<file path="src/sv/afss_pkg.sv">
// ----------------------------------------------------------------------------
// afss_pkg
// Shared widths, constants, register codes and sideband types for the
// aspect fit scaler.
// ----------------------------------------------------------------------------
`default_nettype none

package afss_pkg;

  localparam int DIM_W       = 14;
  localparam int GRAN_W      = 9;
  localparam int PCT_W       = 7;
  localparam int IDX_W       = 3;
  localparam int QW          = 2 * DIM_W;
  localparam int VW          = QW + 2;
  localparam int PROD_W      = 21;
  localparam int RECIP_W     = 22;
  localparam int RECIP_SHIFT = 28;
  localparam int MAX_DIM_DEF = 8192;
  localparam int DIV_BPS     = 4;

  localparam logic [PCT_W-1:0]   PCT_FULL = 7'd100;
  // ceil(2^28 / 100), exact floor for products below 2^21
  localparam logic [RECIP_W-1:0] RECIP    = 22'd2684355;

  typedef enum logic [IDX_W-1:0] {
    REG_MAX_WIDTH      = 3'd0,
    REG_MAX_HEIGHT     = 3'd1,
    REG_WIDTH_GRANULE  = 3'd2,
    REG_HEIGHT_GRANULE = 3'd3,
    REG_STRETCH        = 3'd4,
    REG_UPSCALE        = 3'd5
  } cfg_reg_e;

  typedef struct packed {
    logic [DIM_W-1:0] w;
    logic [DIM_W-1:0] h;
    logic             up;
    logic             lt;
    logic             shrinkw;
  } a_side_t;

  typedef struct packed {
    logic [DIM_W-1:0] w;
    logic [DIM_W-1:0] h;
    logic [DIM_W-1:0] rw;
    logic [DIM_W-1:0] rh;
    logic [QW-1:0]    qa;
    logic             up;
    logic             lt;
    logic             shrinkh;
  } b_side_t;

  typedef struct packed {
    logic [GRAN_W-1:0] granule;
    logic [DIM_W-1:0]  mx;
    logic [DIM_W-1:0]  thr;
    logic              stretch_on;
  } side_cfg_t;

endpackage

`default_nettype wire

</file>
<file path="src/sv/afss_post.sv">
// ----------------------------------------------------------------------------
// afss_post
// Per-side finishing: granule rounding, overshoot step-down, percent
// stretch snap and clamp at zero. Three register stages.
// ----------------------------------------------------------------------------
`default_nettype none

module afss_post import afss_pkg::*; (
  input  wire logic                  clk,
  input  wire logic                  rst,
  input  wire logic                  in_valid,
  input  wire logic signed [VW-1:0]  in_side,
  input  wire logic [DIM_W-1:0]      src,
  input  wire side_cfg_t             cfg,
  output logic                       out_valid,
  output logic [DIM_W-1:0]           out_side
);

  logic                    v1, v2, v3;
  logic signed [VW-1:0]    s1, s2;
  logic [DIM_W-1:0]        src1, src2, s3;
  logic [VW-1:0]           gmask;
  logic signed [VW-1:0]    gext, mxext, thrext, s3_next;

  assign gext   = $signed({{(VW-GRAN_W){1'b0}}, cfg.granule});
  assign gmask  = ~{{(VW-GRAN_W){1'b0}}, cfg.granule - {{(GRAN_W-1){1'b0}}, 1'b1}};
  assign mxext  = $signed({{(VW-DIM_W){1'b0}}, cfg.mx});
  assign thrext = $signed({{(VW-DIM_W){1'b0}}, cfg.thr});

  always_comb begin
    s3_next = s2;
    if (cfg.stretch_on && (s2 > thrext) && (src2 >= cfg.mx)) begin
      s3_next = mxext;
    end
    if (s3_next < 0) begin
      s3_next = '0;
    end
  end

  always_ff @(posedge clk) begin
    if (cfg.granule == '0) begin
      s1 <= in_side;
    end else begin
      s1 <= $signed(VW'(in_side + (gext >>> 1)) & gmask);
    end
    src1 <= src;
    if ((cfg.granule != '0) && (s1 > mxext)) begin
      s2 <= s1 - gext;
    end else begin
      s2 <= s1;
    end
    src2 <= src1;
    s3   <= s3_next[DIM_W-1:0];
    if (rst) begin
      v1 <= 1'b0;
      v2 <= 1'b0;
      v3 <= 1'b0;
    end else begin
      v1 <= in_valid;
      v2 <= v1;
      v3 <= v2;
    end
  end

  assign out_valid = v3;
  assign out_side  = s3;

endmodule

`default_nettype wire

</file>
<file path="config.mk">
export PLATFORM = sky130hd
export DESIGN_NAME = afss_post
export DESIGN_NICKNAME = d
export VERILOG_FILES = /design/src/sv/afss_pkg.sv /design/src/sv/afss_post.sv
export SDC_FILE = /design/constraint.sdc
export NUM_CORES = 1
export LEC_CHECK = 0
export BUFFER_PORTS_ARGS = -buffer_cell sky130_fd_sc_hd__buf_2
export CAP_MARGIN = 20
export CORE_MARGIN = 8
export CORE_UTILIZATION = 50
export DETAILED_ROUTE_END_ITERATION = 12
export PLACE_DENSITY = 0.76
export SYNTH_ARGS = -nofsm -noshare
export SYNTH_HDL_FRONTEND = slang
export SYNTH_SLANG_ARGS = --single-unit
</file>
<file path="constraint.sdc">
create_clock -name clk -period 2.3 [get_ports clk]
set_input_delay 0.23 -clock clk [delete_from_list [all_inputs] [get_ports clk]]
set_output_delay 0.23 -clock clk [all_outputs]
set_load 0.01 [all_outputs]
</file>
Word-level counts from Yosys, hierarchy flattened --
Index checks and enable logic that the tools add are counted.
Word-level totals: bits in registers 105, latch bits 0, memory bits (writable) 0, ROM bits 0, input port bits 85, output and inout port bits 15, logic and storage cells 25, memories 0
Cells by class: $add $sub $neg 3, multiply operators 0, div/mod/pow operators 0, $lt $le $gt $ge 4, eq/ne operators 0, shift-type cells 0, mux-type cells 3, bitwise logic cells 2, reduce and logical (&&, ||, !) cells 5
Operators by type and width (count):
- 30-bit 2-to-1 mux | 3
- 30-bit by 15-bit greater-than comparator with 1-bit output | 2
- 30-bit by 9-bit adder with 30-bit output | 1
- 30-bit AND | 1
- 30-bit by 1-bit less-than comparator with 1-bit output, second input constant | 1
- 9-bit NOT with 30-bit output | 1
- 30-bit by 10-bit subtractor with 30-bit output | 1
- 14-bit greater-or-equal comparator | 1
- 9-bit zero test | 1
- 9-bit nonzero test | 1
- 9-bit by 1-bit subtractor with 9-bit output, second input constant | 1
- 1-bit logical AND | 3

Logic depth before layout (Yosys ltp) --
depth in word-level cells 5, gate-level depth with buffers 11, depth with buffers taken out 10

Worst setup path before layout --
Ideal clock, no wire load.
kind register to register, start register s1[0], end register s2[28], library setup time 0.134 ns, arrival time 2.055 ns, required time 2.166 ns, slack 0.112 ns, stages on the path, launching flop included 11, path buffers 0, period minus slack after synthesis 2.188 ns, cells stage by stage dfxtp_1 > inv_1 > ha_1 > fa_1 > nor2b_1 > o31a_1 > o31a_1 > o31ai_2 > nand2_1 > nor4_1 > xor2_1
Between the ends: word-level cells in the longest chain between the ends 3, elaborated cells on any way between the ends 4, classes of those cells add/sub (1); order compare (1); mux (1); reduce/logical (1)
Ends and longest elaborated chain:
- from (decl) | line afss_post.sv:20 | logic signed [VW-1:0] s1, s2;
- from (signal assigned) | line afss_post.sv:42 | s1 <= in_side;
- from (signal assigned) | line afss_post.sv:44 | s1 <= $signed(VW'(in_side + (gext >>> 1)) & gmask);
- 30-bit by 15-bit greater-than comparator with 1-bit output | line afss_post.sv:47 | if ((cfg.granule != '0) && (s1 > mxext)) begin
- 1-bit logical AND | line afss_post.sv:47
- 30-bit 2-to-1 mux (*) | line afss_post.sv:47
- to (signal assigned) | line afss_post.sv:48 | s2 <= s1 - gext;
- to (decl) | line afss_post.sv:20
Mark *: on every way between the ends. The rest lies on a longest branch, timed or not. A chain may end at the register's enable or synchronous reset.

Worst setup path in the final report --
Ends and elaborated chain as after synthesis.

==> impl_metrics.prom <==
# TYPE chip_impl_metric gauge
chip_impl_metric{name="ios",unit=""} 100
chip_impl_metric{name="power.ir.vdd_worst",unit="mV"} 0.416
chip_impl_metric{name="power.leakage",unit="nW"} 3.42
chip_impl_metric{name="max_cap_viol_count",unit=""} 0
chip_impl_info{name="clockRootBuffer",value="sky130_fd_sc_hd__clkbuf_8"} 1
chip_impl_metric{name="drt-wirelength-per-cell",unit="µm"} 15.4
chip_impl_metric{name="insertion_delay",unit="ps"} 380
chip_impl_metric{name="synth_edf_count",unit=""} 0
chip_impl_metric{name="placed_cell_area",unit="µm²"} 6410
chip_impl_metric{name="avgSynthCellArea",unit="µm²"} 9.76
chip_impl_metric{name="initial_standard_cell_utilization_of_the_core",unit=""} 0.515
chip_impl_metric{name="layout_worst_path_cycle_share",unit=""} 1.05
chip_impl_metric{name="p_per_area",unit="nW/µm²"} 613
chip_impl_metric{name="r2r.worst_path.cells",unit=""} 11
chip_impl_metric{name="synth-seq-cells",unit=""} 105
chip_impl_metric{name="tns",unit="ps"} -1480
chip_impl_metric{name="globalRoute.totalOverflow",unit=""} 0
chip_impl_metric{name="worst_slew_pin_slew",unit="ps"} 572
chip_impl_metric{name="synth-async-reset-ratio",unit=""} 0
chip_impl_metric{name="worst-path-max-fanout",unit=""} 5
chip_impl_metric{name="drc_errors",unit=""} 0
chip_impl_metric{name="synth.net_count",unit=""} 692
chip_impl_metric{name="setup_violators_final",unit=""} 25
chip_impl_metric{name="clockBufferDepth",unit=""} 2
chip_impl_info{name="clock_tree_from_tritoncts",value="built"} 1
chip_impl_metric{name="overall_die_area",unit="µm²"} 14200
chip_impl_info{name="worst_setup_path_start_kind",value="register"} 1
chip_impl_metric{name="timing.hold.worst_path_depth",unit=""} 2
chip_impl_info{name="path_class",value="reg -> reg"} 1
chip_impl_metric{name="hold_violations",unit=""} 0
chip_impl_info{name="timing.rr.start",value="s1[0]"} 1
chip_impl_metric{name="via_per_inst",unit=""} 5.15
chip_impl_metric{name="wirelength",unit="mm"} 13.5
chip_impl_metric{name="post-place-ws",unit="ps"} -247
chip_impl_metric{name="grt_max_degree",unit=""} 20
chip_impl_metric{name="n_antenna_cell",unit=""} 0
chip_impl_info{name="synth_top_flop_cell",value="sky130_fd_sc_hd__dfxtp_1"} 1
chip_impl_metric{name="yosys_warnings",unit=""} 0
chip_impl_info{name="launch_point_of_the_worst_hold_path",value="rst"} 1
chip_impl_metric{name="final_layout_size_suffix_gt1_frac",unit=""} 0.338
chip_impl_metric{name="number_of_buffers_inserted_during_clock_tree_synthesis",unit=""} 9
chip_impl_metric{name="place_hpwl",unit="mm"} 10.4
chip_impl_metric{name="syn2layout_area_growth",unit="%"} 34.2
chip_impl_metric{name="port_buffers",unit=""} 99
chip_impl_metric{name="grt_first_pass_wirelength",unit="mm"} 21.0
chip_impl_metric{name="htree_num_levels",unit=""} 3
chip_impl_info{name="origin_of_the_worst_setup_path",value="s1[0]"} 1
chip_impl_metric{name="finish.instance_area",unit="µm²"} 7140
chip_impl_metric{name="fin_util",unit=""} 0.691
chip_impl_metric{name="relSlewSlack",unit=""} 0.619
chip_impl_metric{name="rrSetupSlack",unit="ps"} -130
chip_impl_metric{name="clock_skew",unit="ps"} 13.3
chip_impl_metric{name="gr_usage_total",unit=""} 0.178
chip_impl_metric{name="placementRows",unit=""} 37
chip_impl_metric{name="synth_cell_types",unit=""} 49
chip_impl_metric{name="post_cts_clock_slew_at_the_launch_and_capture_registers_of_the_worst_setup_and_hold_paths",unit="ps"} 100
chip_impl_info{name="run_status",value="finished, violations left"} 1
chip_impl_metric{name="final_critical_path_setup_slack",unit="ps"} -126
chip_impl_metric{name="sequential_element_share_of_the_synthesized_area",unit=""} 0.395
chip_impl_metric{name="final_nets",unit=""} 878
chip_impl_metric{name="routabilityCongestion",unit=""} 0.886
chip_impl_metric{name="cts.sinks",unit=""} 105
chip_impl_metric{name="timing.final.max_slew_violations",unit=""} 0
chip_impl_metric{name="core_area",unit="µm²"} 10300
chip_impl_metric{name="grt_antenna_before_repair",unit=""} 0
chip_impl_metric{name="finalCriticalPeriod",unit="ps"} 2430
chip_impl_info{name="violations_in_the_final_reports",value="setup timing"} 1
chip_impl_metric{name="dr_total_vias",unit=""} 4490
chip_impl_metric{name="drt_pre_antenna_iters",unit=""} 4
chip_impl_info{name="endpoint_kind",value="register"} 1
chip_impl_metric{name="critPathRequiredTime",unit="ps"} 2600
chip_impl_metric{name="antenna_violating_nets_post_route",unit=""} 0
chip_impl_metric{name="detailedRoute.firstIterationViolations",unit=""} 261
chip_impl_metric{name="arrival",unit="ps"} 2720
chip_impl_metric{name="chipWidth",unit="µm"} 119
chip_impl_info{name="tightest_hold_check_type",value="in -> reg"} 1
chip_impl_metric{name="dieHeight",unit="µm"} 119
chip_impl_info{name="layout_common_cells",value="99 x sky130_fd_sc_hd__buf_2, 98 x sky130_fd_sc_hd__dfxtp_1, 62 x sky130_fd_sc_hd__buf_4"} 1
chip_impl_metric{name="filler_cell_count",unit=""} 767
chip_impl_metric{name="synth_cells",unit=""} 545
chip_impl_metric{name="grt_pass1_vias",unit=""} 4622
chip_impl_info{name="mostFrequentLayoutCell",value="sky130_fd_sc_hd__buf_2"} 1
chip_impl_info{name="grt_setup_unrepaired",value="true"} 1
chip_impl_metric{name="clock.fmax",unit="MHz"} 412
chip_impl_metric{name="mappedNetlistArea",unit="µm²"} 5320
[registers in the layout, indices dropped and copies added (netlist names)]
signal / flops
v1: 1
src2: 14
out_valid: 1
v2: 1
s1: 30
s2: 30
out_side: 14
src1: 14
[cell type report]
cell class,count,area (µm²),share of cell area
clock inverter,6,56.3,0.00789
tap,136,170,0.0238
multi-input combinational,391,3310,0.464
sequential,105,2110,0.296
timing repair buffer,180,1180,0.166
inverter,44,165,0.0231
clock buffer,10,138,0.0193
[stage by stage]
step,hold slack [ps],power [mW],instances
CTS,17.3,4.30,864
finish,31.5,4.38,872
detailed placement,312,3.17,834
floorplan,258,2.74,545
global placement,309,3.12,834
global route,22.1,4.63,872
[cell families after synthesis]
kind of cell | share of synthesized area
DFF | 0.395
and+or+nand+nor | 0.180
adders and majority gates | 0.149
buffers and inverters | 0.0369
xor gates and xnor gates | 0.0906
AOI/OAI and AO/OA | 0.100
muxes | 0.0482
[path summary, 6_finish.rpt]
path	to
max	s2[28]
min	out_valid
max reg2reg	s2[28]
min reg2reg	src2[9]
[Yosys cell counts (2+ instances only)]
| cell type | instances | share of area |
|---|---|---|
| sky130_fd_sc_hd__a211oi_1 | 2 | 0.0028 |
| sky130_fd_sc_hd__a21o_1 | 11 | 0.016 |
| sky130_fd_sc_hd__a21oi_1 | 22 | 0.021 |
| sky130_fd_sc_hd__and3_1 | 7 | 0.0082 |
| sky130_fd_sc_hd__and4_1 | 2 | 0.0033 |
| sky130_fd_sc_hd__clkbuf_1 | 4 | 0.0028 |
| sky130_fd_sc_hd__dfxtp_1 | 105 | 0.40 |
| sky130_fd_sc_hd__fa_1 | 2 | 0.0075 |
| sky130_fd_sc_hd__ha_1 | 60 | 0.14 |
| sky130_fd_sc_hd__inv_1 | 44 | 0.031 |
| sky130_fd_sc_hd__mux2_4 | 7 | 0.020 |
| sky130_fd_sc_hd__mux2i_1 | 14 | 0.026 |
| sky130_fd_sc_hd__nand2_1 | 26 | 0.018 |
| sky130_fd_sc_hd__nand2b_1 | 17 | 0.020 |
| sky130_fd_sc_hd__nand3_1 | 14 | 0.013 |
| sky130_fd_sc_hd__nand3b_1 | 3 | 0.0042 |
| sky130_fd_sc_hd__nand4_1 | 12 | 0.014 |
| sky130_fd_sc_hd__nor2_1 | 28 | 0.020 |
| sky130_fd_sc_hd__nor2b_1 | 11 | 0.013 |
| sky130_fd_sc_hd__nor3_1 | 14 | 0.013 |
| sky130_fd_sc_hd__nor3b_1 | 2 | 0.0028 |
| sky130_fd_sc_hd__nor4_1 | 16 | 0.019 |
| sky130_fd_sc_hd__nor4_2 | 2 | 0.0047 |
| sky130_fd_sc_hd__o2111ai_1 | 2 | 0.0033 |
| sky130_fd_sc_hd__o21a_1 | 8 | 0.011 |
| sky130_fd_sc_hd__o21ai_0 | 18 | 0.017 |
| sky130_fd_sc_hd__o21bai_1 | 2 | 0.0028 |
| sky130_fd_sc_hd__o31a_1 | 3 | 0.0049 |
| sky130_fd_sc_hd__o31ai_1 | 5 | 0.0071 |
| sky130_fd_sc_hd__or2_2 | 5 | 0.0059 |
| sky130_fd_sc_hd__or3_1 | 5 | 0.0059 |
| sky130_fd_sc_hd__or4_4 | 2 | 0.0042 |
| sky130_fd_sc_hd__xnor2_1 | 27 | 0.044 |
| sky130_fd_sc_hd__xor2_1 | 28 | 0.046 |
[worst max-delay path: stages (launching register included)]
cell and delay (ps):
sky130_fd_sc_hd__dfxtp_2 330, sky130_fd_sc_hd__inv_2 70, sky130_fd_sc_hd__ha_4 130, sky130_fd_sc_hd__fa_2 200, sky130_fd_sc_hd__nor2b_2 50, sky130_fd_sc_hd__o31a_1 270
sky130_fd_sc_hd__o31a_1 350, sky130_fd_sc_hd__o31ai_4 330, sky130_fd_sc_hd__buf_6 170, sky130_fd_sc_hd__nand2_8 70, sky130_fd_sc_hd__nor4_4 150, sky130_fd_sc_hd__xor2_1 220
[metal layers]
metal,global-route usage,part of all wire,up-vias
met5,0,0,-
li1,-,-,2283
met3,0.0345,0.041,23
met1,0.215,0.45,2077
met4,0.0767,0.023,0
met2,0.301,0.48,107
[repair_timing]
| item | 4_1_cts | 5_1_grt |
|---|---|---|
| setup buffers | 0 | 6 |
| setup endpoints to repair | 33 | 40 |
| gates cloned | 0 | 2 |
| hold endpoints to repair | 14 | 0 |
| gates resized for setup | 16 | 47 |
| pin swaps | 4 | 18 |
| hold buffers | 14 | 0 |
[power by group]
part / leakage (nW) / switching [mW] / internal [mW] / total [mW]
sequential: 0.883 / 0.101 / 2.00 / 2.10
clock: 0.0973 / 0.662 / 0.448 / 1.11
combinational: 2.43 / 0.571 / 0.597 / 1.17
Note: power is estimated with default switching activity, not from simulation.
