===== src/sv/afss_pkg.sv =====
// ----------------------------------------------------------------------------
// afss_pkg
// Shared widths, constants, register codes and sideband types for the
// aspect fit scaler.
// ----------------------------------------------------------------------------
`default_nettype none

package afss_pkg;

  localparam int DIM_W       = 14;
  localparam int GRAN_W      = 9;
  localparam int PCT_W       = 7;
  localparam int IDX_W       = 3;
  localparam int QW          = 2 * DIM_W;
  localparam int VW          = QW + 2;
  localparam int PROD_W      = 21;
  localparam int RECIP_W     = 22;
  localparam int RECIP_SHIFT = 28;
  localparam int MAX_DIM_DEF = 8192;
  localparam int DIV_BPS     = 4;

  localparam logic [PCT_W-1:0]   PCT_FULL = 7'd100;
  // ceil(2^28 / 100), exact floor for products below 2^21
  localparam logic [RECIP_W-1:0] RECIP    = 22'd2684355;

  typedef enum logic [IDX_W-1:0] {
    REG_MAX_WIDTH      = 3'd0,
    REG_MAX_HEIGHT     = 3'd1,
    REG_WIDTH_GRANULE  = 3'd2,
    REG_HEIGHT_GRANULE = 3'd3,
    REG_STRETCH        = 3'd4,
    REG_UPSCALE        = 3'd5
  } cfg_reg_e;

  typedef struct packed {
    logic [DIM_W-1:0] w;
    logic [DIM_W-1:0] h;
    logic             up;
    logic             lt;
    logic             shrinkw;
  } a_side_t;

  typedef struct packed {
    logic [DIM_W-1:0] w;
    logic [DIM_W-1:0] h;
    logic [DIM_W-1:0] rw;
    logic [DIM_W-1:0] rh;
    logic [QW-1:0]    qa;
    logic             up;
    logic             lt;
    logic             shrinkh;
  } b_side_t;

  typedef struct packed {
    logic [GRAN_W-1:0] granule;
    logic [DIM_W-1:0]  mx;
    logic [DIM_W-1:0]  thr;
    logic              stretch_on;
  } side_cfg_t;

endpackage

`default_nettype wire


===== src/sv/afss_div.sv =====
// ----------------------------------------------------------------------------
// afss_div
// Pipelined restoring divider, BPS quotient bits per stage, with a sideband
// word that travels alongside. A zero divisor gives a zero quotient.
// ----------------------------------------------------------------------------
`default_nettype none

module afss_div import afss_pkg::*; #(
  parameter int NW  = 28,
  parameter int DW  = 14,
  parameter int BPS = 4,
  parameter int SW  = 8
) (
  input  wire logic          clk,
  input  wire logic          rst,
  input  wire logic          in_valid,
  input  wire logic [NW-1:0] in_num,
  input  wire logic [DW-1:0] in_den,
  input  wire logic [SW-1:0] in_side,
  output logic               out_valid,
  output logic [NW-1:0]      out_quo,
  output logic [SW-1:0]      out_side
);

  localparam int STAGES = (NW + BPS - 1) / BPS;

  typedef struct packed {
    logic [DW-1:0] rem;
    logic [NW-1:0] num;
    logic [DW-1:0] den;
    logic [SW-1:0] side;
  } st_t;

  st_t               st   [STAGES];
  st_t               stin [STAGES];
  st_t               stnx [STAGES];
  logic [STAGES-1:0] vld;
  logic [STAGES-1:0] vin;

  for (genvar s = 0; s < STAGES; s++) begin : g_stage
    if (s == 0) begin : g_first
      assign stin[s] = '{rem: '0, num: in_num, den: in_den, side: in_side};
      assign vin[s]  = in_valid;
    end else begin : g_next
      assign stin[s] = st[s-1];
      assign vin[s]  = vld[s-1];
    end

    always_comb begin
      logic [DW:0] r2;
      stnx[s] = stin[s];
      for (int k = 0; k < BPS; k++) begin
        if (s * BPS + k < NW) begin
          r2 = {stnx[s].rem, stnx[s].num[NW-1]};
          if (r2 >= {1'b0, stnx[s].den}) begin
            r2 = r2 - {1'b0, stnx[s].den};
            stnx[s].num = {stnx[s].num[NW-2:0], 1'b1};
          end else begin
            stnx[s].num = {stnx[s].num[NW-2:0], 1'b0};
          end
          stnx[s].rem = r2[DW-1:0];
        end
      end
    end

    always_ff @(posedge clk) begin
      st[s] <= stnx[s];
      if (rst) begin
        vld[s] <= 1'b0;
      end else begin
        vld[s] <= vin[s];
      end
    end
  end

  assign out_valid = vld[STAGES-1];
  assign out_quo   = (st[STAGES-1].den == '0) ? '0 : st[STAGES-1].num;
  assign out_side  = st[STAGES-1].side;

  a_div_latency: assert property (@(posedge clk) disable iff (rst)
    out_valid |-> $past(in_valid, STAGES))
    else $error("divider result without an item entering");

endmodule

`default_nettype wire


===== config.mk =====
export PLATFORM = sky130hd
export DESIGN_NAME = afss_div
export DESIGN_NICKNAME = d
export VERILOG_FILES = /design/src/sv/afss_pkg.sv /design/src/sv/afss_div.sv
export SDC_FILE = /design/constraint.sdc
export NUM_CORES = 1
export LEC_CHECK = 0
export BUFFER_PORTS_ARGS = -buffer_cell sky130_fd_sc_hd__buf_2
export CORE_MARGIN = 4
export CORE_UTILIZATION = 25
export CTS_BUF_LIST = sky130_fd_sc_hd__clkbuf_8
export CTS_CLUSTER_SIZE = 20
export DETAILED_ROUTE_END_ITERATION = 16
export PLACE_DENSITY = 0.5
export SLEW_MARGIN = 40
export SYNTH_ARGS = -nofsm -noshare
export SYNTH_HDL_FRONTEND = slang
export SYNTH_SLANG_ARGS = --single-unit

===== constraint.sdc =====
create_clock -name clk -period 22.5 [get_ports clk]
set_input_delay 0 -clock clk [delete_from_list [all_inputs] [get_ports clk]]
set_output_delay 0 -clock clk [all_outputs]
set_load 0.02 [all_outputs]

# Word-level counts from Yosys, hierarchy flattened
# Memories as Yosys holds them, arrays and structs flattened.
# Index checks and enable logic that the tools add are counted.
# classes
addsub,28
n_mul,0
div_mod_pow,0
magnitude_cmp,28
n_eq_ne,0
n_shift,0
mux,57
bitwise_logic,0
reduce_logical,1
# ops
op,count
greater-or-equal comparator 15 x 14 -> 1 bit,27
two-way mux 14 bit,28
subtractor 14 bit,27
two-way mux 1 bit,28
two-way mux 28 bit,1
greater-or-equal comparator 1 x 14 -> 1 bit,1
zero test 14 bit,1
subtractor 1 x 14 -> 14 bit,1
# word_totals
ff_bits,7
latchBits,0
ramBits,448
mem_bits_ro,0
inputBits,53
out_inout_bits,37
memories,1
# mem_list
memory,words,word_bits,read_ports,rd_clocked_by_memory_dff,wr,line_no,source
st,7,64,7,0,7,afss_div.sv:34,st_t st [STAGES];

# Longest topological paths before layout
# Gate-level depths: netlist of the first run.
# An unclocked memory read counts as a cell.
# depth
word_depth,9
ltp_mapped,50
ltp_nobuf,44

# Worst setup path before layout of the first run
# No wires, ideal clock.
# synth_timing
path_kind,register -> register
from,memory st[4][9] in the netlist's numbering
to,memory st[5][56] in the netlist's numbering
setup_time_ps,121
t_arrival_ps,10244
required_ps,22379
setup_slack_ps,12136
stages_incl_launch_ff,49
cell_sequence,dfxtp_1 -> inv_1 -> ha_1 -> nor2b_1 -> o31a_1 -> o31ai_1 -> nand2_1 -> a21boi_2 -> inv_1 -> buf_2 -> buf_1 -> o21ai_0 -> inv_1 -> ha_1 -> nor2b_1 -> o31a_1 -> o31a_1 -> o22ai_1 -> (+13 left out) -> a311oi_1 -> and3_1 -> buf_2 -> buf_2 -> mux2_2 -> inv_1 -> ha_1 -> nor2b_1 -> o21ai_0 -> a21boi_0 -> o211ai_1 -> a31oi_1 -> o21a_1 -> o21a_1 -> a2111oi_0 -> mux2_2 -> buf_2 -> mux2_2
# synth_rtl
item,line_no
start: declaration,afss_div.sv:34

==> results.toml, run 1 <==
[detailed_routing]
via_per_inst = 4.743
drtIter0Drc = 1378
drc_errors = 0
dr.pass1.iters = 7
post_drt_wl_per_cell_microns = 16.26
drt-total-wl_microns = 85910
antenna_left = 0
vias = 25070

[critical_path]
worst_path_max_delay_cell = "and3_1"
endpoint_kind = "flip-flop"
timing.rr.start = "st[4][9]"
worst_path_most_repeated_cell = "inv_1"
start_kind = "flip-flop"
crit_type = "reg2reg"
required_ns = 23.07
cp_slowest_stage_delay_ns = 0.67
worstPathMaxFanout = 21
crit_arrival_ns = 12.65
cp-startpoint = "st[4][9]"

[finish]
regArea_sq_um = 8828
fillerInstances = 12720
multiInputGateArea_sq_um = 20450
layout-drive-gt1-share_pct = 14.17
fin_nets = 4062
syn_to_final_growth_pct = 17.07

[floorplan]
core_region_area_sq_um = 120600
die_w_microns = 357.5
fp.dieH_microns = 357.5
die_area_sq_um = 127800
rows = 127
initial_core_util_pct = 25.32
ios = 90

[timing]
worst_slew_pin_slew_ns = 0.7762
setup_violations = 0
fin_skew_ns = 0.05993
fin_setup_tns_ns = 0
timing_hold_violations_final = 0
drv_slew = 0
min_period_ns = 12.08
rsz0062_at_grt = "no"
fmax_ghz = 0.08280
relSlewSlack_pct = 48.09
period_share_pct = 53.68

[global_route]
grt_pass1_wl_microns = 134500
grt_overflow = 0
grt.total_usage_pct = 13.24
antenna_found_initial = 3
grt_max_degree = 25
use_met2_pct = 21.62
gr-usage-met1_pct = 17.49
grt-busiest-layer = "met2"
use_met3_pct = 2.406
grt_pass1_vias = 24480

[clock_network]
cts_buffers = 83
cts_tree = "yes"
cts.sinks = 441
cts-root-buf = "clkbuf_8"
cts_htree_levels = 3
clock_latency_ns = 0.74
cts_resized = 0
cts_buffer_depth = 3
cts.clk_slew.worst_paths_ns = 0.07

[yosys]
postSynthCellCount = 3376
yosys-top-cells-area = "dfxtp_1, ha_1, mux2_2"
yosys_warnings = 0
yosysTopAreaCellShare_pct = 28.91
synth_commonest_cells = "dfxtp_1, ha_1, inv_1, a21oi_1, nor2_1"
yosysMostFrequentCell = "dfxtp_1"
async_flop_share_pct = 0
synth_top_area_cell = "dfxtp_1"
ys_seq_elements = 441
synth_flop_cell = "dfxtp_1"
syn_nets = 3835
synth.distinct_cells = 96
synth_edf_count = 0
synth_area_per_cell_sq_um = 9.047
seq_area_frac_synth_pct = 28.91
netlist_area_sq_um = 30540

[job]
maxCapViolations = 0

[place]
portBuffers = 89
place_congestion = 0.8525
hpwlAfterDp_microns = 68030

[worst_hold_path]
min_from = "in_den[1]"
hp-class = "in2reg"

[outcome]
status = "finished clean"
-- per-stage QoR --
step | util, % | std cells | setup WS [ns] | hold slack, ns | cell area [sq um]
after global routing | 29.65 | 5284 | 9.367 | 0.03384 | 35750
after detailed placement | 27.19 | 5032 | 10.38 | 0.1041 | 32790
after floorplan | - | 3376 | 12.14 | 0.02772 | 30540
after global placement | 27.17 | 5032 | 10.32 | 0.1017 | 32770
after CTS | 29.63 | 5283 | 10.29 | 0.01047 | 35730
final | 29.65 | 5285 | 10.42 | 0.1173 | 35760
-- cell families (layout without fill, tap and decap cells) --
kind of cell	after synthesis	after routing	share of synthesized area, %
AOI/OAI and AO/OA	912	912	20.00
and+or+nand+nor	802	802	13.18
DFF	441	441	28.91
adders and majority gates	406	406	17.27
buffers and inverters	319	614	4.269
muxes	262	262	9.664
xor gates and xnor gates	234	234	6.710
other	0	2	0
-- layout make-up --
cell class	instances	share of cell area, %
tap	1612	5.641
clock inverter	48	1.435
multi-input combinational	2616	57.20
sequential	441	24.69
antenna	2	0.01400
timing repair buffer	198	4.220
clock buffer	105	4.042
inverter	263	2.761
-- cell usage in the layout, fill, tap and decap left out, types with 21 or more instances in the layout --
| master | n |
|---|---|
| o21bai_1 | 33 |
| nor4_1 | 24 |
| nor3_1 | 58 |
| o21a_1 | 71 |
| nand2_1 | 158 |
| nor2_1 | 216 |
| xnor2_1 | 181 |
| mux2_2 | 210 |
| nand3_1 | 59 |
| inv_1 | 272 |
| dfxtp_1 | 441 |
| o21ai_0 | 175 |
| a31oi_1 | 21 |
| and2_1 | 37 |
| ha_1 | 380 |
| nand2b_1 | 27 |
| a21o_1 | 122 |
| nor2b_1 | 69 |
| and3_1 | 25 |
| a211oi_1 | 28 |
| a21oi_1 | 250 |
| fa_1 | 26 |
| o31a_1 | 24 |
| nand4_1 | 57 |
| mux2i_1 | 34 |
| clkbuf_8 | 105 |
| buf_2 | 89 |
| xor2_1 | 53 |
| dlygate4sd3_1 | 98 |
-- metal layers --
metal,up-vias,routed length [microns]
met3,159,3515
met4,0,2812
li1,12730,-
met2,507,38950
met1,11680,40640
met5,-,0
-- worst max-delay path: cells and delay by family, from the launching register on --
family          cells  cell delay, ns
compound gates     22            5.84
simple gates        7            1.52
mux                 4            1.73
buf+inv             6            1.14
fa+ha+maj           4            1.13
flops               1            0.57
-- path summary, 6_finish.rpt --
path	to	slack, ns	cells after the start
max	st[5][52]	10.42	43
min	st[0][9]	0.12	2
max reg2reg	st[5][52]	10.42	43
min reg2reg	st[1][48]	0.32	0
-- registers in the layout, indices dropped and copies added (netlist names) --
name / flops
vin: 6
out_valid: 1
st: 434
-- what timing repair did --
item	in CTS	in global routing
setup buffers	0	0
hold buffers	98	0
hold endpoints to repair	58	0
Power of run 1 is not shown: default switching activity piles up to over one toggle a cycle in this logic, so the estimate is an artifact.
==> inputs of run 2 (changes only) <==
--- a/config.mk
+++ b/config.mk
@@ -11,7 +11,7 @@
 export CTS_BUF_LIST = sky130_fd_sc_hd__clkbuf_8
 export CTS_CLUSTER_SIZE = 20
 export DETAILED_ROUTE_END_ITERATION = 16
-export PLACE_DENSITY = 0.5
+export PLACE_DENSITY = 0.51
 export SLEW_MARGIN = 40
 export SYNTH_ARGS = -nofsm -noshare
 export SYNTH_HDL_FRONTEND = slang
==> constraint.sdc (replaced) <==
create_clock -name clk -period 11 [get_ports clk]
set_input_delay 0 -clock clk [delete_from_list [all_inputs] [get_ports clk]]
set_output_delay 0 -clock clk [all_outputs]
set_load 0.02 [all_outputs]
==> results.toml, run 2 (synthesized netlist as in run 1, its figures left out) <==
[critical_path]
crit_type = "reg2reg"
required_ns = 11.61
r2r_end = "st[5][52]"
timing.rr.start = "st[4][8]"
worst_path_max_delay_cell = "dfxtp_1"
cp_slowest_stage_delay_ns = 0.46
regToRegSetupSlack_ns = 0.71
endpoint_kind = "flip-flop"
worstPathMaxFanout = 15
start_kind = "flip-flop"
r2r_cells = 38
crit_arrival_ns = 10.89

[worst_hold_path]
min_from = "in_num[24]"
worstHoldPathCells = 4
hold_end = "st[0][50]"
hp-class = "in2reg"

[floorplan]
rows = 127
initial_core_util_pct = 25.32
die_w_microns = 357.5
fp.dieH_microns = 357.5
ios = 90
die_area_sq_um = 127800
core_region_area_sq_um = 120600

[timing]
relSlewSlack_pct = 44.93
period_share_pct = 93.52
timing_hold_violations_final = 0
fmax_ghz = 0.09721
setup_violations = 0
fin_skew_ns = 0.04251
drv_slew = 0
fin_setup_tns_ns = 0
rsz0062_at_grt = "no"
min_period_ns = 10.29
worst_slew_pin_slew_ns = 0.8188

[finish]
syn_to_final_growth_pct = 17.90
final_common_cell = "dfxtp_1"
fin_area_sq_um = 36010
fin_nets = 4116
layout-drive-gt1-share_pct = 15.39
top_register = "st"
final_cell_mix = "dfxtp_1, ha_1, inv_1"
postLayoutCoreUtil_pct = 29.86
largest_reg_flops = 434

[clock_network]
cts-root-buf = "clkbuf_8"
cts_buffer_depth = 3
cts_tree = "yes"
cts_buffers = 85
cts_htree_levels = 3
clock_latency_ns = 0.72
cts.sinks = 441
cts.clk_slew.worst_paths_ns = 0.06

[job]
maxCapViolations = 0

[detailed_routing]
drtIter0Drc = 1553
vias = 25420
via_per_inst = 4.764
dr.pass1.iters = 8
post_drt_wl_per_cell_microns = 16.26
antenna_left = 0
drc_errors = 0
drt-total-wl_microns = 86780

[global_route]
grt_overflow = 0
grt.total_usage_pct = 13.32
antenna_found_initial = 2
grt_pass1_vias = 24940
grt_max_degree = 24
grt_pass1_wl_microns = 135700

[outcome]
status = "finished clean"

[place]
portBuffers = 89
place_congestion = 0.8728
hpwlAfterDp_microns = 68570
placed_cell_area_sq_um = 33070
-- run 2: what timing repair did --
item,4_1_cts,5_1_grt
endpoints found under the setup margin,0,67
buffers inserted,0,12
resized for setup,0,18
endpoints found under the hold margin,61,0
hold buffers,99,0
-- run 2: per-stage QoR --
stage | hold WS, ns | worst slack (ns) | instances
6_report | 0.1288 | 0.7130 | 5336
5_1_grt | 0.06760 | 0.03361 | 5332
4_1_cts | 0.01191 | 0.2799 | 5316
3_5_place_dp | 0.1036 | 0.3515 | 5070
3_3_place_gp | 0.1017 | 0.2785 | 5070
2_1_floorplan | 0.02772 | 0.6355 | 3376
-- run 2: worst max-delay path: cells and delay by family, from the launching register on --
kind	cells	cell delay (ns)
XOR/XNOR	1	0.11
buffers and inverters	3	0.61
adder cells (fa/ha/maj)	5	1.56
AO/OA/AOI/OAI	20	4.71
multiplexers	4	1.47
AND/OR/NAND/NOR	5	1.25
flip-flops	1	0.46
-- run 2: routing by layer --
layer	wire length [microns]	track usage (%)
met1	39830	17.33
met2	40030	22.15
met3	4069	2.350
met4	2838	4.700
met5	0	0
-- run 2: area by class of cell --
type	count	area [sq um]
flip-flops and latches	441	8832
fillers	12610	84600
diodes	7	17.52
repair buffers	249	1919
clock inverters	48	391.6
well taps	1612	2017
inverters	263	987.2
clock buffers	99	1363
multi-input cells	2617	20480
-- run 2: worst max path at each step --
stage | cells past startpoint | endpoint | slack [ns] | start
2_1_floorplan | 48 | st[5][56] | 0.64 | st[4][9]
3_3_place_gp | 42 | st[6][22] | 0.28 | st[5][9]
3_5_place_dp | 39 | st[5][52] | 0.35 | st[4][9]
4_1_cts | 39 | st[5][52] | 0.28 | st[4][9]
5_1_grt | 44 | st[4][58] | 0.03 | st[3][9]
6_report | 38 | st[5][52] | 0.71 | st[4][8]
Power of run 2 is left out for the same reason.
==> inputs of run 3 (changes only) <==
--- a/config.mk
+++ b/config.mk
@@ -6,6 +6,7 @@
 export NUM_CORES = 1
 export LEC_CHECK = 0
 export BUFFER_PORTS_ARGS = -buffer_cell sky130_fd_sc_hd__buf_2
+export CORE_ASPECT_RATIO = 1.25
 export CORE_MARGIN = 4
 export CORE_UTILIZATION = 25
 export CTS_BUF_LIST = sky130_fd_sc_hd__clkbuf_8
==> results.toml, run 3 (synthesized netlist as in run 1, its figures left out) <==
[outcome]
status = "finished clean"

[clock_network]
cts_buffer_depth = 3
cts.sinks = 441
cts_buffers = 83
cts_htree_levels = 3
cts-root-buf = "clkbuf_8"
cts_tree = "yes"
clock_latency_ns = 0.75
cts.clk_slew.worst_paths_ns = 0.07

[finish]
syn_to_final_growth_pct = 19.00
fin_nets = 4116
final_cell_mix = "dfxtp_1, ha_1, inv_1"
largest_reg_flops = 434
layout-drive-gt1-share_pct = 15.79
top_register = "st"
fillerInstances = 12810
final_common_cell = "dfxtp_1"

[global_route]
grt_pass1_wl_microns = 138600
grt.total_usage_pct = 13.59
grt_pass1_vias = 25710
grt_overflow = 0
antenna_found_initial = 4
grt_max_degree = 21

[timing]
finalWorstSetupSlack_ns = 0.6663
timing_hold_violations_final = 0
relSlewSlack_pct = 35.40
fin_skew_ns = 0.05165
worst_slew_pin_slew_ns = 0.9588
min_period_ns = 10.33
rsz0062_at_grt = "no"
drv_slew = 0
period_share_pct = 93.94
fmax_ghz = 0.09677
setup_violations = 0
fin_setup_tns_ns = 0

[detailed_routing]
drtIter0Drc = 1079
drc_errors = 0
dr.pass1.iters = 5
via_per_inst = 4.801
vias = 25540
antenna_left = 0
post_drt_wl_per_cell_microns = 16.74
drt-total-wl_microns = 89020

[critical_path]
required_ns = 11.63
worstPathMaxFanout = 20
r2r_end = "st[5][52]"
cp_slowest_stage_delay_ns = 0.44
start_kind = "flip-flop"
endpoint_kind = "flip-flop"
worst_path_max_delay_cell = "ha_1"
crit_arrival_ns = 10.96
r2r_cells = 42
regToRegSetupSlack_ns = 0.67
crit_type = "reg2reg"
timing.rr.start = "st[4][15]"

[place]
place_congestion = 0.8736
post-place-ws_ns = 0.1687
hpwlAfterDp_microns = 70390
portBuffers = 89

[floorplan]
core_region_area_sq_um = 121500
rows = 143
die_area_sq_um = 127900
initial_core_util_pct = 25.14
fp.dieH_microns = 398.8
die_w_microns = 320.6
ios = 90

[job]
maxCapViolations = 0

[worst_hold_path]
worstHoldPathCells = 4
min_from = "in_num[24]"
hold_end = "st[0][50]"
hp-class = "in2reg"
## run 3: cell count changes in the layout (fill, tap and decap cells not counted), sizes merged
cell         previous run  this run
inv                   283       273
bufinv                  5        13
diode                   7         1
clkbuf                 99       104
clkinv                 15        20
clkinvlp                8         4
buf                   150       151
dlygate4sd3            99       100
## run 3: final cells by class
type | instances | area (sq um) | share of cell area, %
multi-input cells | 2617 | 20510 | 56.43
repair buffers | 251 | 1986 | 5.464
diodes | 1 | 2.502 | 0.006885
inverters | 263 | 987.2 | 2.716
clock inverters | 47 | 601.8 | 1.656
flip-flops and latches | 441 | 8831 | 24.30
clock buffers | 104 | 1431 | 3.938
well taps | 1595 | 1996 | 5.491
## run 3: worst max path at each step
stage              start        end  slack, ns
4_1_cts         st[3][9]  st[4][58]       0.09
3_5_place_dp    st[3][9]  st[4][58]       0.17
6_report       st[4][15]  st[5][52]       0.67
3_3_place_gp    st[4][9]  st[5][62]       0.23
5_1_grt         st[3][9]  st[4][58]       0.01
2_1_floorplan   st[4][9]  st[5][56]       0.64
## run 3: routing by layer
layer / track usage, % / vias to the layer above / wire, microns
li1: - / 12850 / -
met2: 25.59 / 445 / 45710
met4: 5.157 / 0 / 2625
met3: 1.835 / 145 / 3033
met1: 15.48 / 12100 / 37650
met5: 0 / - / 0
## run 3: critical path, delay by kind of cell, from the launching register on
kind                     cells  cell delay, ns
buffers and inverters        6            0.87
AND/OR/NAND/NOR              8            1.58
multiplexers                 4            1.46
flip-flops                   1            0.35
AO/OA/AOI/OAI               20            4.76
adder cells (fa/ha/maj)      4            1.19
## run 3: stage by stage
stage	utilization (%)	hold slack (ns)	cells	area [sq um]
floorplan	-	0.02772	3376	30540
detailed placement	27.25	0.1037	5057	33110
finish	29.92	0.1621	5319	36340
global route	29.92	0.1743	5319	36340
global placement	27.24	0.1019	5056	33090
CTS	29.75	0.06636	5308	36140
## run 3: timing repair
action                                  in CTS  in global routing
endpoints found under the setup margin       0                 45
gates resized for setup                      0                 20
buffers inserted                             0                  9
hold endpoints to repair                    63                  0
hold buffers                               100                  0
Power of run 3 is left out for the same reason.
